## src/rtl/core/lcdnw_pkg.sv

```systemverilog
// Shared types and constants for the character LCD nibble write sequencer.
// No dependencies; imported by every module of the core.
`default_nettype none

package lcdnw_pkg;

  localparam int unsigned TimerBits    = 16;
  localparam int unsigned PulseBits    = 16;
  localparam int unsigned QueueDepth   = 4;
  localparam int unsigned QueuePtrBits = $clog2(QueueDepth);

  localparam logic [PulseBits-1:0] PulseTicksRst = PulseBits'(40);
  localparam logic [7:0] CmdClassMask = 8'hE0;
  localparam logic [7:0] FuncSetCode  = 8'h20;

  typedef enum logic {
    OP_TICK = 1'b0,
    OP_SEND = 1'b1
  } op_e;

  typedef enum logic {
    REG_PULSE_TICKS = 1'b0,
    REG_REPEAT_FS   = 1'b1
  } cfg_reg_e;

  typedef struct packed {
    op_e        op;
    logic       is_data;
    logic [7:0] value;
    logic       busy;
  } item_t;

  typedef struct packed {
    logic       full;
    logic       empty;
  } queue_stat_t;

endpackage

`default_nettype wire

```

## src/rtl/core/lcdnw_front.sv

```systemverilog
// Input side: takes stream words, decodes them into queue items.
// Depends on lcdnw_pkg.
`default_nettype none

module lcdnw_front import lcdnw_pkg::*; (
  input  wire logic        s_axis_tvalid,
  output logic             s_axis_tready,
  input  wire logic [15:0] s_axis_tdata,
  input  wire logic [1:0]  s_axis_tuser,
  input  wire queue_stat_t q_stat_i,
  output logic             push_o,
  output item_t            item_o
);

  assign s_axis_tready = !q_stat_i.full;
  assign push_o        = s_axis_tvalid && !q_stat_i.full;

  always_comb begin
    item_o         = '0;
    item_o.op      = s_axis_tuser[0] ? OP_SEND : OP_TICK;
    item_o.is_data = s_axis_tuser[1];
    item_o.value   = s_axis_tdata[7:0];
    item_o.busy    = s_axis_tdata[8];
    if (s_axis_tdata[15:9] != '0) begin
      item_o.value = s_axis_tdata[7:0];
    end
  end

endmodule

`default_nettype wire

```

## src/rtl/core/lcdnw_queue.sv

```systemverilog
// Short item queue between the decode side and the sequencer.
// Depends on lcdnw_pkg.
`default_nettype none

module lcdnw_queue import lcdnw_pkg::*; (
  input  wire logic  clk_i,
  input  wire logic  rst_ni,
  input  wire logic  push_i,
  input  wire item_t item_i,
  input  wire logic  pop_i,
  output item_t      head_o,
  output queue_stat_t stat_o
);

  item_t mem_q [QueueDepth];
  logic [QueuePtrBits-1:0] wr_ptr_q, rd_ptr_q;
  logic [QueuePtrBits:0]   count_q, count_d;

  always_ff @(posedge clk_i) begin
    if (push_i) begin
      mem_q[wr_ptr_q] <= item_i;
    end
  end

  always_comb begin
    count_d = count_q;
    if (push_i && !pop_i) begin
      count_d = count_q + 1'b1;
    end else if (pop_i && !push_i) begin
      count_d = count_q - 1'b1;
    end
  end

  always_ff @(posedge clk_i or negedge rst_ni) begin
    if (!rst_ni) begin
      wr_ptr_q <= '0;
      rd_ptr_q <= '0;
      count_q  <= '0;
    end else begin
      if (push_i) wr_ptr_q <= wr_ptr_q + 1'b1;
      if (pop_i)  rd_ptr_q <= rd_ptr_q + 1'b1;
      count_q <= count_d;
    end
  end

  assign head_o       = mem_q[rd_ptr_q];
  assign stat_o.full  = (count_q == (QueuePtrBits+1)'(QueueDepth));
  assign stat_o.empty = (count_q == '0);

endmodule

`default_nettype wire

```

## src/rtl/core/lcdnw_back.sv

```systemverilog
// Sequencer: phase machine, tick timer, config registers and result register.
// Depends on lcdnw_pkg.
`default_nettype none

module lcdnw_back import lcdnw_pkg::*; (
  input  wire logic                 clk_i,
  input  wire logic                 rst_ni,
  input  wire queue_stat_t          q_stat_i,
  input  wire item_t                head_i,
  output logic                      pop_o,
  input  wire logic                 cfg_valid_i,
  output logic                      cfg_ready_o,
  input  wire logic                 cfg_index_i,
  input  wire logic [PulseBits-1:0] cfg_data_i,
  output logic                      m_axis_tvalid,
  input  wire logic                 m_axis_tready,
  output logic [15:0]               m_axis_tdata
);

  localparam logic [3:0] PhIdle   = 4'd0;
  localparam logic [3:0] PhHiSet  = 4'd1;
  localparam logic [3:0] PhHiPul  = 4'd2;
  localparam logic [3:0] PhHi2Set = 4'd3;
  localparam logic [3:0] PhHi2Pul = 4'd4;
  localparam logic [3:0] PhLoSet  = 4'd5;
  localparam logic [3:0] PhLoPul  = 4'd6;
  localparam logic [3:0] PhRdSet  = 4'd7;
  localparam logic [3:0] PhRdPul  = 4'd8;

  // largest count the timer holds
  localparam logic [32:0] TimerCap = (33'd1 << TimerBits) - 33'd1;

  logic [PulseBits-1:0] pulse_ticks_q;
  logic                 repeat_fs_q;
  logic [3:0]           phase_q, phase_d, phase_adv;
  logic [TimerBits-1:0] tick_q, tick_d, tick_inc, span_lim;
  logic [32:0]          pulse_ext;
  logic [7:0]           byte_q, byte_d;
  logic                 is_data_q, is_data_d;
  logic                 out_valid_q;
  logic [15:0]          out_q, out_d;
  logic                 take, acc, func_set;
  logic                 rs, rw, en, drv;
  logic [3:0]           nib;

  assign cfg_ready_o = 1'b1;

  always_ff @(posedge clk_i or negedge rst_ni) begin
    if (!rst_ni) begin
      pulse_ticks_q <= PulseTicksRst;
      repeat_fs_q   <= 1'b1;
    end else if (cfg_valid_i) begin
      case (cfg_index_i)
        REG_PULSE_TICKS: pulse_ticks_q <= cfg_data_i;
        REG_REPEAT_FS:   repeat_fs_q   <= cfg_data_i[0];
        default: ;
      endcase
    end
  end

  assign take  = !q_stat_i.empty && (!out_valid_q || m_axis_tready);
  assign pop_o = take;

  assign pulse_ext = 33'(pulse_ticks_q);
  assign span_lim  = (pulse_ticks_q == '0) ? TimerBits'(1) :
                     (pulse_ext > TimerCap) ? TimerCap[TimerBits-1:0] :
                     pulse_ext[TimerBits-1:0];
  assign tick_inc = tick_q + 1'b1;
  assign func_set = !is_data_q && ((byte_q & CmdClassMask) == FuncSetCode);

  always_comb begin
    case (phase_q)
      PhHiSet:  phase_adv = PhHiPul;
      PhHiPul:  phase_adv = (repeat_fs_q && func_set) ? PhHi2Set : PhLoSet;
      PhHi2Set: phase_adv = PhHi2Pul;
      PhHi2Pul: phase_adv = PhLoSet;
      PhLoSet:  phase_adv = PhLoPul;
      PhLoPul:  phase_adv = PhRdSet;
      PhRdSet:  phase_adv = PhRdPul;
      PhRdPul:  phase_adv = head_i.busy ? PhRdSet : PhIdle;
      default:  phase_adv = PhIdle;
    endcase
  end

  always_comb begin
    phase_d   = phase_q;
    tick_d    = tick_q;
    byte_d    = byte_q;
    is_data_d = is_data_q;
    acc       = 1'b0;
    if (head_i.op == OP_SEND) begin
      if (phase_q == PhIdle) begin
        byte_d    = head_i.value;
        is_data_d = head_i.is_data;
        tick_d    = '0;
        phase_d   = PhHiSet;
        acc       = 1'b1;
      end
    end else if (phase_q != PhIdle) begin
      tick_d = tick_inc;
      if (tick_inc >= span_lim) begin
        tick_d  = '0;
        phase_d = phase_adv;
      end
    end
  end

  always_comb begin
    rs  = 1'b0;
    rw  = 1'b1;
    en  = 1'b0;
    nib = '0;
    drv = 1'b0;
    case (phase_d)
      PhHiSet, PhHiPul, PhHi2Set, PhHi2Pul: begin
        rs  = is_data_d;
        rw  = 1'b0;
        drv = 1'b1;
        nib = byte_d[7:4];
        en  = (phase_d == PhHiPul) || (phase_d == PhHi2Pul);
      end
      PhLoSet, PhLoPul: begin
        rs  = is_data_d;
        rw  = 1'b0;
        drv = 1'b1;
        nib = byte_d[3:0];
        en  = (phase_d == PhLoPul);
      end
      PhRdPul: en = 1'b1;
      default: ;
    endcase
    out_d = {6'b0, acc, (phase_d == PhIdle), drv, nib, en, rw, rs};
  end

  always_ff @(posedge clk_i or negedge rst_ni) begin
    if (!rst_ni) begin
      phase_q     <= PhIdle;
      tick_q      <= '0;
      byte_q      <= '0;
      is_data_q   <= 1'b0;
      out_valid_q <= 1'b0;
    end else begin
      if (take) begin
        phase_q   <= phase_d;
        tick_q    <= tick_d;
        byte_q    <= byte_d;
        is_data_q <= is_data_d;
      end
      if (take) begin
        out_valid_q <= 1'b1;
      end else if (m_axis_tready) begin
        out_valid_q <= 1'b0;
      end
    end
  end

  always_ff @(posedge clk_i) begin
    if (take) begin
      out_q <= out_d;
    end
  end

  assign m_axis_tvalid = out_valid_q;
  assign m_axis_tdata  = out_q;

`ifndef NO_ASSERTIONS
  a_idle_timer_clear: assert property (@(posedge clk_i) disable iff (!rst_ni)
    phase_q == PhIdle |-> tick_q == '0)
    else $error("timer not cleared while idle");

  a_timer_in_span: assert property (@(posedge clk_i) disable iff (!rst_ni)
    phase_q != PhIdle |-> tick_q < span_lim)
    else $error("timer past span limit");

  a_accept_leaves_idle: assert property (@(posedge clk_i) disable iff (!rst_ni)
    take && acc |=> phase_q == PhHiSet && m_axis_tdata[8] == 1'b0)
    else $error("accepted send did not start a sequence");

  a_bus_released_on_read: assert property (@(posedge clk_i) disable iff (!rst_ni)
    m_axis_tvalid && !m_axis_tdata[7] |-> m_axis_tdata[1] && m_axis_tdata[6:3] == '0)
    else $error("bus released without read mode");
`endif

endmodule

`default_nettype wire

```

## src/rtl/core/char_lcd_nibble_write_sequencer_core.sv

```systemverilog
// Top level of the character LCD 4-bit write sequencer.
// Instantiates lcdnw_front, lcdnw_queue and lcdnw_back; depends on lcdnw_pkg.
//
// Usage:
//  Input stream: one word per tick or send request. tuser[0] selects send (1) or
//  tick (0), tuser[1] marks a data byte; tdata carries the byte and the sampled
//  busy pin. A send is taken only while idle; every word yields one result word.
//  Output stream: line levels after the word (rs, rw, enable, nibble, drive),
//  the idle flag and whether a send was taken.
//  Config channel: index 0 pulse_ticks, index 1 repeat_function_set; always ready,
//  to be written by the user between sequences; the block does not enforce this.
//  An accepted word is stored in the queue, then its result is held in the result register.
//  Throughput: one word per cycle while the result output is not stalled.
//  A 4-entry queue decouples decode from the sequencer; when the result is
//  stalled the queue fills and tready drops once it holds four words.
//  Reset: phase idle, timer and held byte cleared, registers at defaults
//  (40 ticks, repeat on), no result pending.
`default_nettype none

module char_lcd_nibble_write_sequencer_core import lcdnw_pkg::*; (
  input  wire logic        clk_i,
  input  wire logic        rst_ni,
  input  wire logic        s_axis_tvalid,
  output logic             s_axis_tready,
  input  wire logic [15:0] s_axis_tdata,  // [7:0] value, [8] busy_in
  input  wire logic [1:0]  s_axis_tuser,  // [0] func, [1] is_data
  output logic             m_axis_tvalid,
  input  wire logic        m_axis_tready,
  // [0] rs_out, [1] rw_out, [2] enable_out, [6:3] nibble_out, [7] drive_out,
  // [8] ready_res, [9] accepted
  output logic [15:0]      m_axis_tdata,
  input  wire logic        cfg_valid_i,
  output logic             cfg_ready_o,
  input  wire logic        cfg_index_i,
  input  wire logic [15:0] cfg_data_i
);

  queue_stat_t q_stat;
  item_t       push_item, head_item;
  logic        push, pop;

  lcdnw_front u_front (
    .s_axis_tvalid (s_axis_tvalid),
    .s_axis_tready (s_axis_tready),
    .s_axis_tdata  (s_axis_tdata),
    .s_axis_tuser  (s_axis_tuser),
    .q_stat_i      (q_stat),
    .push_o        (push),
    .item_o        (push_item)
  );

  lcdnw_queue u_queue (
    .clk_i  (clk_i),
    .rst_ni (rst_ni),
    .push_i (push),
    .item_i (push_item),
    .pop_i  (pop),
    .head_o (head_item),
    .stat_o (q_stat)
  );

  lcdnw_back u_back (
    .clk_i         (clk_i),
    .rst_ni        (rst_ni),
    .q_stat_i      (q_stat),
    .head_i        (head_item),
    .pop_o         (pop),
    .cfg_valid_i   (cfg_valid_i),
    .cfg_ready_o   (cfg_ready_o),
    .cfg_index_i   (cfg_index_i),
    .cfg_data_i    (cfg_data_i),
    .m_axis_tvalid (m_axis_tvalid),
    .m_axis_tready (m_axis_tready),
    .m_axis_tdata  (m_axis_tdata)
  );

endmodule

`default_nettype wire

```

## config.mk

```make
export PLATFORM = sky130hd
export DESIGN_NAME = char_lcd_nibble_write_sequencer_core
export DESIGN_NICKNAME = d
export VERILOG_FILES = /design/src/rtl/core/lcdnw_pkg.sv /design/src/rtl/core/lcdnw_front.sv /design/src/rtl/core/lcdnw_queue.sv /design/src/rtl/core/lcdnw_back.sv /design/src/rtl/core/char_lcd_nibble_write_sequencer_core.sv
export SDC_FILE = /design/constraint.sdc
export NUM_CORES = 1
export LEC_CHECK = 0
export BUFFER_PORTS_ARGS = -buffer_cell sky130_fd_sc_hd__buf_2
export CAP_MARGIN = 20
export CORE_ASPECT_RATIO = 0.5
export CORE_UTILIZATION = 25
export CTS_BUF_LIST = sky130_fd_sc_hd__clkbuf_16
export CTS_CLUSTER_DIAMETER = 60
export DETAILED_ROUTE_END_ITERATION = 12
export PLACE_DENSITY_LB_ADDON = 0.2
export SKIP_CTS_REPAIR_TIMING = 1
export SLEW_MARGIN = 20
export SYNTH_ARGS = -nofsm -noshare
export SYNTH_HDL_FRONTEND = slang
export SYNTH_HIERARCHICAL = 1
export SYNTH_SLANG_ARGS = --single-unit
```

## constraint.sdc

```tcl
create_clock -name clk_i -period 4.1 [get_ports clk_i]
set_input_delay 0.41 -clock clk_i [delete_from_list [all_inputs] [get_ports clk_i]]
set_output_delay 0.41 -clock clk_i [all_outputs]
set_load 0.1 [all_outputs]
```

==> results by group <==
Outcome
  • Outcome: complete, no violations

Layout
  • Share of layout cells above drive strength 1: a little under a quarter
  • Antenna cell count: 0
  • Nets: about 570
  • Multi-input combinational cell area: ~0.0022 mm2
  • Register Area: between 0.002 and 0.003 mm2
  • Synth-to-Final Area Change: 15.7%
  • Fill count: around 2200

Logic synthesis
  • Register area share after synthesis: 54.2%
  • Yosys reg bits: about 110
  • Mapped Avg Cell Area: 11.9 um2
  • Top_reg_cell synth: edfxtp_1
  • Ranking of synthesized cells by area: edfxtp_1, dfrtp_1, ha_1
  • Ys async rst share: 50.0%
  • Synth area leader: edfxtp_1
  • Share of the synthesized area in the top cell type: roughly 30%
  • Post-synth cell types: between 50 and 60
  • Post-Syn Instances: ~460
  • Top cells by count, synth: nand2_1, edfxtp_1, dfrtp_1
  • Synth warn: 6
  • Mapped cell area: around 0.0055 mm2
  • Count leader, synth: nand2_1
  • EDFF count, synth: 54

Detailed routing
  • # DRC: 0
  • DRT Wirelength: 11100 um
  • Starting DRT DRC Count: roughly 160
  • Final ANT Viol Nets: 0
  • Drt pass-1 iters: 4
  • Routed len/inst: around 14 um
  • Vias/cell: between 4 and 5
  • DR vias: around 3400

Power and ir drop
  • Maximum vdd ir drop: 0.402 mV
  • Leak: approximately 2.6 nW
  • Tot Pwr: 0.00434 W
  • Power per cell area: 684 mW/mm2

Placement
  • PortBufs: 44
  • GP Congestion: about 0.75
  • Dpl hpwl: ~8000 um

Die
  • Core area: roughly 0.021 mm2
  • Die area: 0.0226 mm2
  • Num rows: 37
  • # IOs: 59
  • Die width: about 210 um
  • Chip Height: approximately 110 um
  • Initial Utilization: 26.1%

Clock network
  • Total CTS buffers: 9
  • TritonCTS clock tree: built
  • Clk_lat worst skew: 360 ps
  • CTS Sinks: approximately 110
  • Clock transition at path regs: ~80 ps
  • Clk Tree Root Cell: clkbuf_16
  • Clock buffer depth: 2
  • H-tree levels: 3

GRT
  • First-pass GRT wire length: around 18000 um
  • Met3 Usage GRT: 3.08%
  • M1 GR Usage: around 15%
  • Number of global-route vias before repair: 3390
  • Initial antenna violation count: 0
  • Busiest grt layer: met2
  • Grt met2 use: 16.4%
  • Overflow after GRT: 0
  • Largest net degree at the start of global routing: 48
  • Total GRT Usage: 10.6%

STA
  • Count of final setup violators: 0
  • Hold_ws: about 250 ps
  • Worst Skew: roughly 13 ps
  • Slew headroom: around 56%
  • Max Slew Vio Count: 0
  • Fmax: approximately 0.26 GHz
  • Unrepaired setup endpoints after global routing: false
  • Fin. Hold Viols: 0
  • Crit share post-route: between 90% and 100%
  • Setup TNS: 0 ps
  • Post-layout minimum cycle time: between 3000 and 4000 ps
  • Worst-margin pin slew: about 650 ps

Setup path
  • Worst Path Arrival: a little under 4000 ps
  • Setup CP Type: flip-flop to flip-flop
  • CP endpoint kind: flip-flop
  • Worst Setup Start Kind: flip-flop
  • CP Max Fanout: 6
  • Worst reg-to-reg setup slack: between 300 and 400 ps
  • Worst Path Required: ~4200 ps

Job
  • Max_cap viols: 0

Min path
  • Hold WC Path Type: input port to flip-flop
-- flip-flops by register name, indices dropped and copies added, names as in the netlist --
register	cells
u_back/tick_q	16
u_back/repeat_fs_q	1
u_back/m_axis_tvalid	1
u_queue/count_q	3
u_queue/rd_ptr_q	2
u_back/pulse_ticks_q	16
u_queue/wr_ptr_q	2
u_back/is_data_q	1
u_queue/mem_q	44
u_back/byte_q	8
u_back/m_axis_tdata	10
u_back/phase_q	4
-- metrics by stage --
stage	util, %	area, um2	worst slack, ps	instances
after floorplan	-	5510	440	468
after global placement	28.4	5970	260	783
after detailed placement	28.4	5970	175	783
after CTS	30.0	6310	143	799
after global routing	30.2	6350	17.0	802
final	30.2	6350	312	802
-- per-layer routing --
metal,wire length (um),vias to the layer above
met3,353,8
met5,0,-
met1,5720,1633
li1,-,1702
met2,4920,41
met4,114,0
-- cells by family after synthesis --
kind of cell | after synthesis | share of synthesized area [%]
AND/OR/NAND/NOR | 144 | 13.2
AO/OA/AOI/OAI | 65 | 7.38
XOR/XNOR | 21 | 3.35
multiplexers | 38 | 10.1
adder cells (fa/ha/maj) | 23 | 5.38
buffers and inverters | 62 | 6.22
flip-flops | 108 | 54.2
other | 2 | 0.137
-- worst paths after layout --
| path | startpoint | to | depth (start not counted) |
|---|---|---|---|
| min reg2reg | u_queue/count_q[2] | u_queue/count_q[2] | 1 |
| min in group asynchronous | rst_ni | u_queue/count_q[1] | 2 |
| max in group asynchronous | rst_ni | u_back/tick_q[0] | 3 |
| max | u_back/tick_q[0] | u_back/m_axis_tdata[1] | 15 |
| min | cfg_data_i[12] | u_back/pulse_ticks_q[12] | 3 |
| max reg2reg | u_back/tick_q[0] | u_back/m_axis_tdata[1] | 15 |
-- cell type report --
type | instances | share of cell area (%)
inverters | 25 | 1.48
multi-input cells | 298 | 34.8
clock buffers | 9 | 3.54
well taps | 292 | 5.75
repair buffers | 63 | 5.75
flip-flops and latches | 108 | 46.9
clock inverters | 7 | 1.75
-- power by group --
group | leakage [nW] | switching, W | internal [W]
combinational | 1.28 | 0.00113 | 0.000602
sequential | 1.17 | 0.000161 | 0.00146
clock | 0.166 | 0.000432 | 0.000551
total | 2.62 | 0.00173 | 0.00262
-- critical path: stages, from the launching register on --
cell and delay (ps):
dfrtp_2 420, ha_2 230, nand3_1 100, nor2_1 170, and3_4 250, nand3_1 100, xnor2_1 180, ha_1 290
and4_1 230, nand2_1 140, o31ai_4 350, mux2i_2 340, buf_4 170, a21o_1 160, mux2i_1 130, or2_2 280
-- cell usage in the layout (no fill, tap or decap), types with 18 or more instances in the layout --
cell type,n
buf_2,44
buf_4,18
dfrtp_1,49
edfxtp_1,54
ha_1,21
inv_1,25
nand2_1,55
nor2_1,19
o21ai_0,35
(Power assumes the default switching activity.)
